### src/hw/rtl/pse_pkg.sv
`timescale 1ns / 1ps

package pse_pkg;

   localparam int MaxOrder = 8;
   localparam int FracBits = 16;
   localparam int IdxW     = $clog2(MaxOrder);
   localparam int CntW     = $clog2(MaxOrder + 1);

   localparam logic [1:0] CSR_MODE   = 2'd0;
   localparam logic [1:0] CSR_TERMS  = 2'd1;
   localparam logic [1:0] CSR_OFFSET = 2'd2;
   localparam logic [1:0] CSR_SCALE  = 2'd3;

   localparam logic [1:0] MODE_CHEB = 2'd1;
   localparam logic [1:0] MODE_LEG  = 2'd2;

   localparam logic CMD_EVAL = 1'b0;
   localparam logic CMD_LOAD = 1'b1;

   localparam logic [2:0] OP_S    = 3'd0;
   localparam logic [2:0] OP_PW   = 3'd1;
   localparam logic [2:0] OP_M_CH = 3'd2;
   localparam logic [2:0] OP_M_LG = 3'd3;
   localparam logic [2:0] OP_P1   = 3'd4;
   localparam logic [2:0] OP_P2   = 3'd5;
   localparam logic [2:0] OP_AC   = 3'd6;

   localparam logic signed [31:0] ONE_Q = 32'sd1 <<< FracBits;

   localparam logic signed [31:0] LEG_A [8] = '{
      32'sd0, 32'sd0,
      32'(((3 << FracBits) + 1) / 2), 32'(((5 << FracBits) + 1) / 3),
      32'(((7 << FracBits) + 2) / 4), 32'(((9 << FracBits) + 2) / 5),
      32'(((11 << FracBits) + 3) / 6), 32'(((13 << FracBits) + 3) / 7)};

   localparam logic signed [31:0] LEG_B [8] = '{
      32'sd0, 32'sd0,
      -32'(((1 << FracBits) + 1) / 2), -32'(((2 << FracBits) + 1) / 3),
      -32'(((3 << FracBits) + 2) / 4), -32'(((4 << FracBits) + 2) / 5),
      -32'(((5 << FracBits) + 3) / 6), -32'(((6 << FracBits) + 3) / 7)};

   typedef struct packed {
      logic            start;
      logic            load_en;
      logic            mul_en;
      logic            wb_en;
      logic [2:0]      op;
      logic [IdxW-1:0] idx;
      logic            out_ld;
   } pse_cmd_type;

   function automatic logic ovf34(input logic signed [33:0] v);
      return (v > 34'sh07FFFFFFF) || (v < -34'sh080000000);
   endfunction

   function automatic logic signed [31:0] sat34(input logic signed [33:0] v);
      logic signed [31:0] r;
      if (v > 34'sh07FFFFFFF) begin
         r = 32'sh7FFFFFFF;
      end else if (v < -34'sh080000000) begin
         r = 32'sh80000000;
      end else begin
         r = v[31:0];
      end
      return r;
   endfunction

endpackage

### src/hw/rtl/pse_ctrl.sv
`timescale 1ns / 1ps

module pse_ctrl (
   input  logic                 clock,
   input  logic                 reset,
   input  logic                 req_valid,
   input  logic                 req_command,
   output logic                 req_ready,
   output logic                 rsp_valid,
   input  logic                 rsp_ready,
   input  logic [1:0]           series_mode,
   input  logic [3:0]           term_count,
   output pse_pkg::pse_cmd_type cmd
);

   localparam logic [3:0] ST_IDLE  = 4'd0;
   localparam logic [3:0] ST_INIT  = 4'd1;
   localparam logic [3:0] ST_S_M   = 4'd2;
   localparam logic [3:0] ST_S_W   = 4'd3;
   localparam logic [3:0] ST_PW_M  = 4'd4;
   localparam logic [3:0] ST_PW_W  = 4'd5;
   localparam logic [3:0] ST_M_M   = 4'd6;
   localparam logic [3:0] ST_M_W   = 4'd7;
   localparam logic [3:0] ST_P1_M  = 4'd8;
   localparam logic [3:0] ST_P1_W  = 4'd9;
   localparam logic [3:0] ST_P2_M  = 4'd10;
   localparam logic [3:0] ST_P2_W  = 4'd11;
   localparam logic [3:0] ST_AC_M  = 4'd12;
   localparam logic [3:0] ST_AC_W  = 4'd13;
   localparam logic [3:0] ST_DONE  = 4'd14;

   logic [3:0]                   state_ff, state_in;
   logic [pse_pkg::CntW-1:0]     j_ff, j_in;
   logic [pse_pkg::CntW-1:0]     n_ff, n_in;
   logic                         orth_ff, orth_in;
   logic                         leg_ff, leg_in;
   logic                         rsp_valid_ff, rsp_valid_in;
   logic                         accept;
   logic [pse_pkg::CntW-1:0]     n_clamp;
   logic [pse_pkg::CntW-1:0]     j_next;

   assign req_ready = (state_ff == ST_IDLE);
   assign rsp_valid = rsp_valid_ff;
   assign accept    = req_valid && req_ready;
   assign j_next    = j_ff + 1'b1;

   always_comb begin
      if (term_count == 4'd0) begin
         n_clamp = pse_pkg::CntW'(1);
      end else if (term_count > 4'(pse_pkg::MaxOrder)) begin
         n_clamp = pse_pkg::CntW'(pse_pkg::MaxOrder);
      end else begin
         n_clamp = pse_pkg::CntW'(term_count);
      end
   end

   always_comb begin
      state_in     = state_ff;
      j_in         = j_ff;
      n_in         = n_ff;
      orth_in      = orth_ff;
      leg_in       = leg_ff;
      rsp_valid_in = rsp_valid_ff && !rsp_ready;
      cmd          = '0;
      cmd.idx      = j_ff[pse_pkg::IdxW-1:0];
      unique case (state_ff)
         ST_IDLE: begin
            if (accept) begin
               if (req_command == pse_pkg::CMD_LOAD) begin
                  cmd.load_en = 1'b1;
               end else begin
                  cmd.start = 1'b1;
                  n_in      = n_clamp;
                  orth_in   = (series_mode == pse_pkg::MODE_CHEB) ||
                              (series_mode == pse_pkg::MODE_LEG);
                  leg_in    = (series_mode == pse_pkg::MODE_LEG);
                  j_in      = pse_pkg::CntW'(1);
                  state_in  = ST_INIT;
               end
            end
         end
         ST_INIT: begin
            if (orth_ff) begin
               state_in = ST_S_M;
            end else if (n_ff > pse_pkg::CntW'(1)) begin
               state_in = ST_AC_M;
            end else begin
               state_in = ST_DONE;
            end
         end
         ST_S_M: begin
            cmd.mul_en = 1'b1;
            cmd.op     = pse_pkg::OP_S;
            state_in   = ST_S_W;
         end
         ST_S_W: begin
            cmd.wb_en = 1'b1;
            cmd.op    = pse_pkg::OP_S;
            state_in  = (n_ff > pse_pkg::CntW'(1)) ? ST_AC_M : ST_DONE;
         end
         ST_PW_M: begin
            cmd.mul_en = 1'b1;
            cmd.op     = pse_pkg::OP_PW;
            state_in   = ST_PW_W;
         end
         ST_PW_W: begin
            cmd.wb_en = 1'b1;
            cmd.op    = pse_pkg::OP_PW;
            state_in  = ST_AC_M;
         end
         ST_M_M: begin
            cmd.mul_en = 1'b1;
            cmd.op     = leg_ff ? pse_pkg::OP_M_LG : pse_pkg::OP_M_CH;
            state_in   = ST_M_W;
         end
         ST_M_W: begin
            cmd.wb_en = 1'b1;
            cmd.op    = leg_ff ? pse_pkg::OP_M_LG : pse_pkg::OP_M_CH;
            state_in  = leg_ff ? ST_P1_M : ST_AC_M;
         end
         ST_P1_M: begin
            cmd.mul_en = 1'b1;
            cmd.op     = pse_pkg::OP_P1;
            state_in   = ST_P1_W;
         end
         ST_P1_W: begin
            cmd.wb_en = 1'b1;
            cmd.op    = pse_pkg::OP_P1;
            state_in  = ST_P2_M;
         end
         ST_P2_M: begin
            cmd.mul_en = 1'b1;
            cmd.op     = pse_pkg::OP_P2;
            state_in   = ST_P2_W;
         end
         ST_P2_W: begin
            cmd.wb_en = 1'b1;
            cmd.op    = pse_pkg::OP_P2;
            state_in  = ST_AC_M;
         end
         ST_AC_M: begin
            cmd.mul_en = 1'b1;
            cmd.op     = pse_pkg::OP_AC;
            state_in   = ST_AC_W;
         end
         ST_AC_W: begin
            cmd.wb_en = 1'b1;
            cmd.op    = pse_pkg::OP_AC;
            j_in      = j_next;
            if (j_next == n_ff) begin
               state_in = ST_DONE;
            end else if (orth_ff) begin
               state_in = ST_M_M;
            end else begin
               state_in = ST_PW_M;
            end
         end
         ST_DONE: begin
            if (!rsp_valid_ff || rsp_ready) begin
               cmd.out_ld   = 1'b1;
               rsp_valid_in = 1'b1;
               state_in     = ST_IDLE;
            end
         end
         default: begin
            state_in = ST_IDLE;
         end
      endcase
   end

   always_ff @(posedge clock) begin
      if (reset) begin
         state_ff     <= ST_IDLE;
         rsp_valid_ff <= 1'b0;
         j_ff         <= '0;
         n_ff         <= pse_pkg::CntW'(1);
         orth_ff      <= 1'b0;
         leg_ff       <= 1'b0;
      end else begin
         state_ff     <= state_in;
         rsp_valid_ff <= rsp_valid_in;
         j_ff         <= j_in;
         n_ff         <= n_in;
         orth_ff      <= orth_in;
         leg_ff       <= leg_in;
      end
   end

endmodule

### src/hw/rtl/pse_dpath.sv
`timescale 1ns / 1ps

module pse_dpath (
   input  logic                         clock,
   input  logic                         reset,
   input  pse_pkg::pse_cmd_type         cmd,
   input  logic [pse_pkg::IdxW-1:0]     coeff_index,
   input  logic signed [31:0]           coeff_value,
   input  logic signed [31:0]           coord_x,
   input  logic signed [31:0]           norm_offset,
   input  logic signed [31:0]           norm_scale,
   output logic signed [31:0]           fit_value,
   output logic                         saturated
);

   logic signed [31:0] coeff_ff [pse_pkg::MaxOrder];
   logic signed [31:0] x_ff, v_ff, s_ff, tm1_ff, tm2_ff, t_ff, m_ff, p1_ff, acc_ff;
   logic signed [31:0] x_in, v_in, s_in, tm1_in, tm2_in, t_in, m_in, p1_in, acc_in;
   logic               flag_ff, flag_in;
   logic signed [63:0] prod_ff;
   logic signed [31:0] fit_ff;
   logic               sat_ff;
   logic signed [31:0] op_a, op_b;
   logic signed [63:0] shifted;
   logic signed [31:0] q;
   logic               q_ovf;
   logic signed [33:0] sum;
   logic signed [33:0] init_sum;

   assign fit_value = fit_ff;
   assign saturated = sat_ff;

   always_comb begin
      unique case (cmd.op)
         pse_pkg::OP_S: begin
            op_a = v_ff;
            op_b = norm_scale;
         end
         pse_pkg::OP_PW: begin
            op_a = t_ff;
            op_b = x_ff;
         end
         pse_pkg::OP_M_CH, pse_pkg::OP_M_LG: begin
            op_a = s_ff;
            op_b = tm1_ff;
         end
         pse_pkg::OP_P1: begin
            op_a = m_ff;
            op_b = pse_pkg::LEG_A[cmd.idx];
         end
         pse_pkg::OP_P2: begin
            op_a = tm2_ff;
            op_b = pse_pkg::LEG_B[cmd.idx];
         end
         default: begin
            op_a = t_ff;
            op_b = coeff_ff[cmd.idx];
         end
      endcase
   end

   always_comb begin
      shifted = prod_ff >>> pse_pkg::FracBits;
      q_ovf   = (shifted > 64'sh7FFFFFFF) || (shifted < -64'sh80000000);
      if (shifted > 64'sh7FFFFFFF) begin
         q = 32'sh7FFFFFFF;
      end else if (shifted < -64'sh80000000) begin
         q = 32'sh80000000;
      end else begin
         q = shifted[31:0];
      end
   end

   always_comb begin
      x_in     = x_ff;
      v_in     = v_ff;
      s_in     = s_ff;
      tm1_in   = tm1_ff;
      tm2_in   = tm2_ff;
      t_in     = t_ff;
      m_in     = m_ff;
      p1_in    = p1_ff;
      acc_in   = acc_ff;
      flag_in  = flag_ff;
      sum      = '0;
      init_sum = 34'(coord_x) + 34'(norm_offset);
      if (cmd.start) begin
         x_in    = coord_x;
         t_in    = coord_x;
         v_in    = pse_pkg::sat34(init_sum);
         tm1_in  = pse_pkg::ONE_Q;
         tm2_in  = pse_pkg::ONE_Q;
         acc_in  = coeff_ff[0];
         flag_in = 1'b0;
      end else if (cmd.wb_en) begin
         unique case (cmd.op)
            pse_pkg::OP_S: begin
               s_in    = q;
               t_in    = q;
               tm1_in  = pse_pkg::ONE_Q;
               tm2_in  = pse_pkg::ONE_Q;
               flag_in = flag_ff | q_ovf | pse_pkg::ovf34(34'(x_ff) + 34'(norm_offset));
            end
            pse_pkg::OP_PW: begin
               t_in    = q;
               flag_in = flag_ff | q_ovf;
            end
            pse_pkg::OP_M_CH: begin
               sum     = (34'(q) <<< 1) - 34'(tm2_ff);
               t_in    = pse_pkg::sat34(sum);
               flag_in = flag_ff | q_ovf | pse_pkg::ovf34(sum);
            end
            pse_pkg::OP_M_LG: begin
               m_in    = q;
               flag_in = flag_ff | q_ovf;
            end
            pse_pkg::OP_P1: begin
               p1_in   = q;
               flag_in = flag_ff | q_ovf;
            end
            pse_pkg::OP_P2: begin
               sum     = 34'(p1_ff) + 34'(q);
               t_in    = pse_pkg::sat34(sum);
               flag_in = flag_ff | q_ovf | pse_pkg::ovf34(sum);
            end
            default: begin
               sum     = 34'(acc_ff) + 34'(q);
               acc_in  = pse_pkg::sat34(sum);
               tm2_in  = tm1_ff;
               tm1_in  = t_ff;
               flag_in = flag_ff | q_ovf | pse_pkg::ovf34(sum);
            end
         endcase
      end
   end

   always_ff @(posedge clock) begin
      if (reset) begin
         for (int i = 0; i < pse_pkg::MaxOrder; i++) begin
            coeff_ff[i] <= '0;
         end
      end else if (cmd.load_en) begin
         coeff_ff[coeff_index] <= coeff_value;
      end
   end

   always_ff @(posedge clock) begin
      x_ff    <= x_in;
      v_ff    <= v_in;
      s_ff    <= s_in;
      tm1_ff  <= tm1_in;
      tm2_ff  <= tm2_in;
      t_ff    <= t_in;
      m_ff    <= m_in;
      p1_ff   <= p1_in;
      acc_ff  <= acc_in;
      flag_ff <= flag_in;
      if (cmd.mul_en) begin
         prod_ff <= op_a * op_b;
      end
      if (cmd.out_ld) begin
         fit_ff <= acc_ff;
         sat_ff <= flag_ff;
      end
   end

endmodule

### src/hw/rtl/poly_series_eval_1d.sv
`timescale 1ns / 1ps
// An evaluate word holds the block while its steps run in turn on one shared multiplier;
// their number depends on the mode and the term count. The result becomes valid in the
// same cycle that the block is ready for a new word again. A load word does not hold
// the block. One word is in work at a time, and a finished result waits in an output
// register, holding the block while the previous result is not yet taken. Reset is
// synchronous and active high; it clears the coefficient store, control and settings.

module poly_series_eval_1d (
   input  logic        clock,
   input  logic        reset,
   input  logic        req_tvalid,
   output logic        req_tready,
   input  logic [71:0] req_tdata,  // coeff_index, coeff_value, coord_x, zero pad
   input  logic        req_tuser,  // command
   output logic        rsp_tvalid,
   input  logic        rsp_tready,
   output logic [39:0] rsp_tdata,  // fit_value, saturated, zero pad
   input  logic        csr_valid,
   output logic        csr_ready,
   input  logic [1:0]  csr_index,
   input  logic [31:0] csr_data
);

   logic [1:0]           mode_ff;
   logic [3:0]           terms_ff;
   logic signed [31:0]   offset_ff;
   logic signed [31:0]   scale_ff;
   pse_pkg::pse_cmd_type cmd;
   logic signed [31:0]   fit_value;
   logic                 saturated;

   assign csr_ready = 1'b1;
   assign rsp_tdata = {7'd0, saturated, fit_value};

   always_ff @(posedge clock) begin
      if (reset) begin
         mode_ff   <= '0;
         terms_ff  <= 4'd1;
         offset_ff <= '0;
         scale_ff  <= pse_pkg::ONE_Q;
      end else if (csr_valid && csr_ready) begin
         unique case (csr_index)
            pse_pkg::CSR_MODE:   mode_ff   <= csr_data[1:0];
            pse_pkg::CSR_TERMS:  terms_ff  <= csr_data[3:0];
            pse_pkg::CSR_OFFSET: offset_ff <= csr_data;
            pse_pkg::CSR_SCALE:  scale_ff  <= csr_data;
            default: begin
            end
         endcase
      end
   end

   pse_ctrl u_ctrl (
      .clock       (clock),
      .reset       (reset),
      .req_valid   (req_tvalid),
      .req_command (req_tuser),
      .req_ready   (req_tready),
      .rsp_valid   (rsp_tvalid),
      .rsp_ready   (rsp_tready),
      .series_mode (mode_ff),
      .term_count  (terms_ff),
      .cmd         (cmd)
   );

   pse_dpath u_dpath (
      .clock       (clock),
      .reset       (reset),
      .cmd         (cmd),
      .coeff_index (req_tdata[2:0]),
      .coeff_value (req_tdata[34:3]),
      .coord_x     (req_tdata[66:35]),
      .norm_offset (offset_ff),
      .norm_scale  (scale_ff),
      .fit_value   (fit_value),
      .saturated   (saturated)
   );

endmodule

### config.mk
export PLATFORM = sky130hd
export DESIGN_NAME = poly_series_eval_1d
export DESIGN_NICKNAME = d
export VERILOG_FILES = /design/src/hw/rtl/pse_pkg.sv /design/src/hw/rtl/pse_ctrl.sv /design/src/hw/rtl/pse_dpath.sv /design/src/hw/rtl/poly_series_eval_1d.sv
export SDC_FILE = /design/constraint.sdc
export NUM_CORES = 2
export LEC_CHECK = 0
export ABC_AREA = 1
export BUFFER_PORTS_ARGS = -buffer_cell sky130_fd_sc_hd__clkbuf_2
export CAP_MARGIN = 30
export CORE_ASPECT_RATIO = 0.9
export CORE_MARGIN = 10
export CORE_UTILIZATION = 45
export DETAILED_ROUTE_END_ITERATION = 8
export GPL_TIMING_DRIVEN = 1
export HOLD_SLACK_MARGIN = 0.06
export SYNTH_ARGS = -nofsm -noshare
export SYNTH_HDL_FRONTEND = slang
export SYNTH_SLANG_ARGS = --single-unit
### constraint.sdc
create_clock -name clock -period 10.7 [get_ports clock]
set_clock_uncertainty 0.05 [all_clocks]
set_input_delay 1.605 -clock clock [delete_from_list [all_inputs] [get_ports clock]]
set_output_delay 1.605 -clock clock [all_outputs]
set_load 0.05 [all_outputs]
==> out/qor.log <==
qor: synthesis.synth_top_flop_cell sky130_fd_sc_hd__edfxtp_1
qor: synthesis.synth_edf_count 561
qor: critical_path.max_stage_delay 0.58 ns
qor: synthesis.synth-compound-area-share 8.49%
qor: clock_network.cts-buffers-inserted 71
qor: synthesis.netlist_instances 8594
qor: synthesis.yosys_warnings 0
qor: global_routing.first_global_vias 61000
qor: synthesis.yosys-mux-area-fraction 0%
qor: placement.gp_congestion 1.00
qor: finish.final_layout_size_suffix_gt1_share 6.16%
qor: synthesis.share_of_the_synthesized_netlist_area_taken_by_xor_and_xnor_gates 1.85%
qor: critical_path.crit_path_top_delay_cell sky130_fd_sc_hd__fa_1
qor: synthesis.synthAdderAreaFrac 35.2%
qor: route.route.vias.total 61100
qor: sta.finalHoldWorstSlack 0.405 ns
qor: critical_path.crit_path_frequent_cell sky130_fd_sc_hd__fa_1
qor: clock_network.tritoncts built
qor: sta.hold_viol_final 0
qor: sta.period_needed 10.22 ns
qor: critical_path.critPathTopFamily adder cells
qor: outcome.outcome finished, final reports clean
qor: finish.synthToLayoutAreaGrowth 7.98%
qor: synthesis.post_synth.cell_area_avg 8.63 µm²
qor: critical_path.critical_path.max_fanout 53
qor: floorplanning.rows 141
qor: route.dr.pass1.iters 7
qor: clock_network.post-cts-setup-buffers 0
qor: finish.reg.largest.list u_dpath.coeff_ff x256, u_dpath.prod_ff x48
qor: clock_network.cts-root-to-sink-buffers 3
qor: sta.finalSetupViolCount 0
qor: global_routing.wire_length_of_the_first_global_routing_pass 401000 µm
qor: clock_network.cts_htree_levels 3
qor: sta.min_period_over_period 95.5%
qor: floorplanning.fp.dieH 405 µm
qor: route.wl_per_cell 24.9 µm
qor: critical_path.critPathArrivalTime 10.61 ns
qor: floorplanning.dieArea 0.181 mm²
qor: route.first_iter_violations 6559
qor: global_routing.grt_max_degree 85
qor: floorplanning.core_area 0.164 mm²
qor: synthesis.asyncSetResetFlopFracSynth 0%
qor: synthesis.synth_cell_type_count 65
qor: route.via_per_inst 5.61
qor: clock_network.clkTransAtPathRegs 0.07 ns
qor: synthesis.post_synth_main_area_contributors sky130_fd_sc_hd__fa_1, sky130_fd_sc_hd__edfxtp_1, sky130_fd_sc_hd__nand2_1, sky130_fd_sc_hd__inv_1, sky130_fd_sc_hd__nor2_1
qor: clock_network.postCtsHoldBufs 0
qor: route.post-route-drc-count 0
qor: critical_path.crit_type flip-flop to flip-flop
qor: sta.worst_pin_slew 1.02 ns
qor: placement.hpwlAfterDp 216000 µm
qor: synthesis.synth_area_leader_cell sky130_fd_sc_hd__fa_1
qor: clock_network.cts_num_sinks 714
qor: sta.peak_clock_frequency_supported_by_timing 0.0978 GHz
qor: floorplanning.initial_utilization 45.2%
qor: finish.max_reg_flops 256
qor: floorplanning.die_w 448 µm
qor: synthesis.synth-simple-area-share 17.9%
qor: sta.tns 0 ns
qor: synthesis.synth_top_cell_area_share 29.3%
qor: sta.slew_headroom 32.0%
qor: synthesis.synth.cell_area 0.0741 mm²
qor: global_routing.gr-usage-all-layers 29.8%
qor: clock_network.cts-root-buf sky130_fd_sc_hd__clkbuf_16
qor: sta.grt_setup_unrepaired false
qor: job.max_cap_viol_count 0
qor: global_routing.grt.overflow.total 0
qor: clock_network.number_of_gates_resized_after_cts 0
qor: critical_path.critical_path_required 11.09 ns
qor: critical_path.timing.critical_path.to_type flip-flop
qor: finish.nets 10200
qor: floorplanning.design.portCount 155
qor: global_routing.antenna_found_initial 30
qor: critical_path.crit_path_start_kind flip-flop
qor: synthesis.synth_top_family_by_area adder cells
qor: placement.numPortBuffers 141
qor: route.wl 271000 µm
qor: synthesis.ffs_latches_synth 714
qor: synthesis.sequential_area_share_after_synthesis 26.9%
qor: route.antenna_violating_nets_post_route 0
qor: sta.timing_max_transition_violations_final 0
qor: finish.regMostFlops u_dpath.coeff_ff
qor: critical_path.critical_path.n_buffers_inverters 8
qor: clock_network.insertion_delay 0.70 ns
qor: min_path.worst_hold_class flip-flop to flip-flop
-- metal layers --
| metal | GRT usage, % | share of wire (%) | wire [µm] |
|---|---|---|---|
| met1 | 42.2 | 42 | 113000 |
| met2 | 45.1 | 44 | 118000 |
| met4 | 12.6 | 5.2 | 14000 |
| met5 | 0 | 0.037 | 99 |
| met3 | 5.04 | 9.3 | 25200 |
-- kinds of logic (layout without fill, tap and decap cells) --
group                      after synthesis  count (layout)
AOI/OAI and AO/OA                     1088            1088
and+or+nand+nor                       3371            3371
buffers and inverters                 1828            1959
xor gates and xnor gates               157             157
DFF                                    714             714
other                                    2              27
adders and majority gates             1434            1434
-- final timing paths --
check	from	endpoint	slack (ns)	cells after the start
max	flip-flop	u_dpath.prod_ff[61]$_DFFE_PP_	0.48	33
min	scale_ff[31]$_SDFFE_PP0P_	scale_ff[31]$_SDFFE_PP0P_	0.40	2
max reg2reg	flip-flop	u_dpath.prod_ff[61]$_DFFE_PP_	0.48	33
min reg2reg	scale_ff[31]$_SDFFE_PP0P_	scale_ff[31]$_SDFFE_PP0P_	0.40	2
-- cells in the mapped netlist, types with 51 or more instances --
cell	instances
sky130_fd_sc_hd__a21oi_1	532
sky130_fd_sc_hd__a22oi_1	51
sky130_fd_sc_hd__buf_2	158
sky130_fd_sc_hd__clkbuf_1	162
sky130_fd_sc_hd__dfxtp_1	153
sky130_fd_sc_hd__edfxtp_1	561
sky130_fd_sc_hd__fa_1	1086
sky130_fd_sc_hd__ha_1	348
sky130_fd_sc_hd__inv_1	1444
sky130_fd_sc_hd__nand2_1	1823
sky130_fd_sc_hd__nand3_1	197
sky130_fd_sc_hd__nor2_1	1208
sky130_fd_sc_hd__o21ai_0	246
sky130_fd_sc_hd__xnor2_1	70
sky130_fd_sc_hd__xor2_1	87
-- metrics by stage --
step                util, %  setup slack, ns  cells  cell area [µm²]
CTS                    48.8            0.512  10900            80000
floorplan                 -             2.22   8600            74200
global placement       47.3            0.307  10700            77600
finish                 48.9            0.478  10900            80100
detailed placement     47.4            0.558  10700            77700
global route           48.8            0.121  10900            80000
-- cell type report --
type | count | area [µm²]
Fill cell | 15800 | 83800
Multi-Input combinational cell | 6058 | 47100
Sequential cell | 714 | 19900
Inverter | 1476 | 5550
Tap cell | 2145 | 2680
Timing Repair Buffer | 353 | 2400
Clock buffer | 96 | 1970
Clock inverter | 34 | 375
Antenna cell | 19 | 47.5
-- worst min-delay path: cells and delay by family (launching register included) --
family | cells | cell delay, ns
buf+inv | 1 | 0.06
compound gates | 1 | 0.06
flops | 1 | 0.29
-- cells in the final DEF, fill, tap and decap left out, types with 51 or more instances in the layout --
| master | n |
|---|---|
| sky130_fd_sc_hd__inv_1 | 1442 |
| sky130_fd_sc_hd__ha_1 | 348 |
| sky130_fd_sc_hd__xor2_1 | 87 |
| sky130_fd_sc_hd__buf_4 | 202 |
| sky130_fd_sc_hd__a21oi_1 | 532 |
| sky130_fd_sc_hd__edfxtp_1 | 561 |
| sky130_fd_sc_hd__nand3_1 | 197 |
| sky130_fd_sc_hd__clkbuf_16 | 74 |
| sky130_fd_sc_hd__nand2_1 | 1822 |
| sky130_fd_sc_hd__clkbuf_2 | 141 |
| sky130_fd_sc_hd__fa_1 | 1085 |
| sky130_fd_sc_hd__xnor2_1 | 70 |
| sky130_fd_sc_hd__o21ai_0 | 246 |
| sky130_fd_sc_hd__nor2_1 | 1200 |
| sky130_fd_sc_hd__a22oi_1 | 51 |
| sky130_fd_sc_hd__dfxtp_1 | 152 |
Power is not shown: default switching activity piles up to over one toggle a cycle in this logic, so the estimate is an artifact.
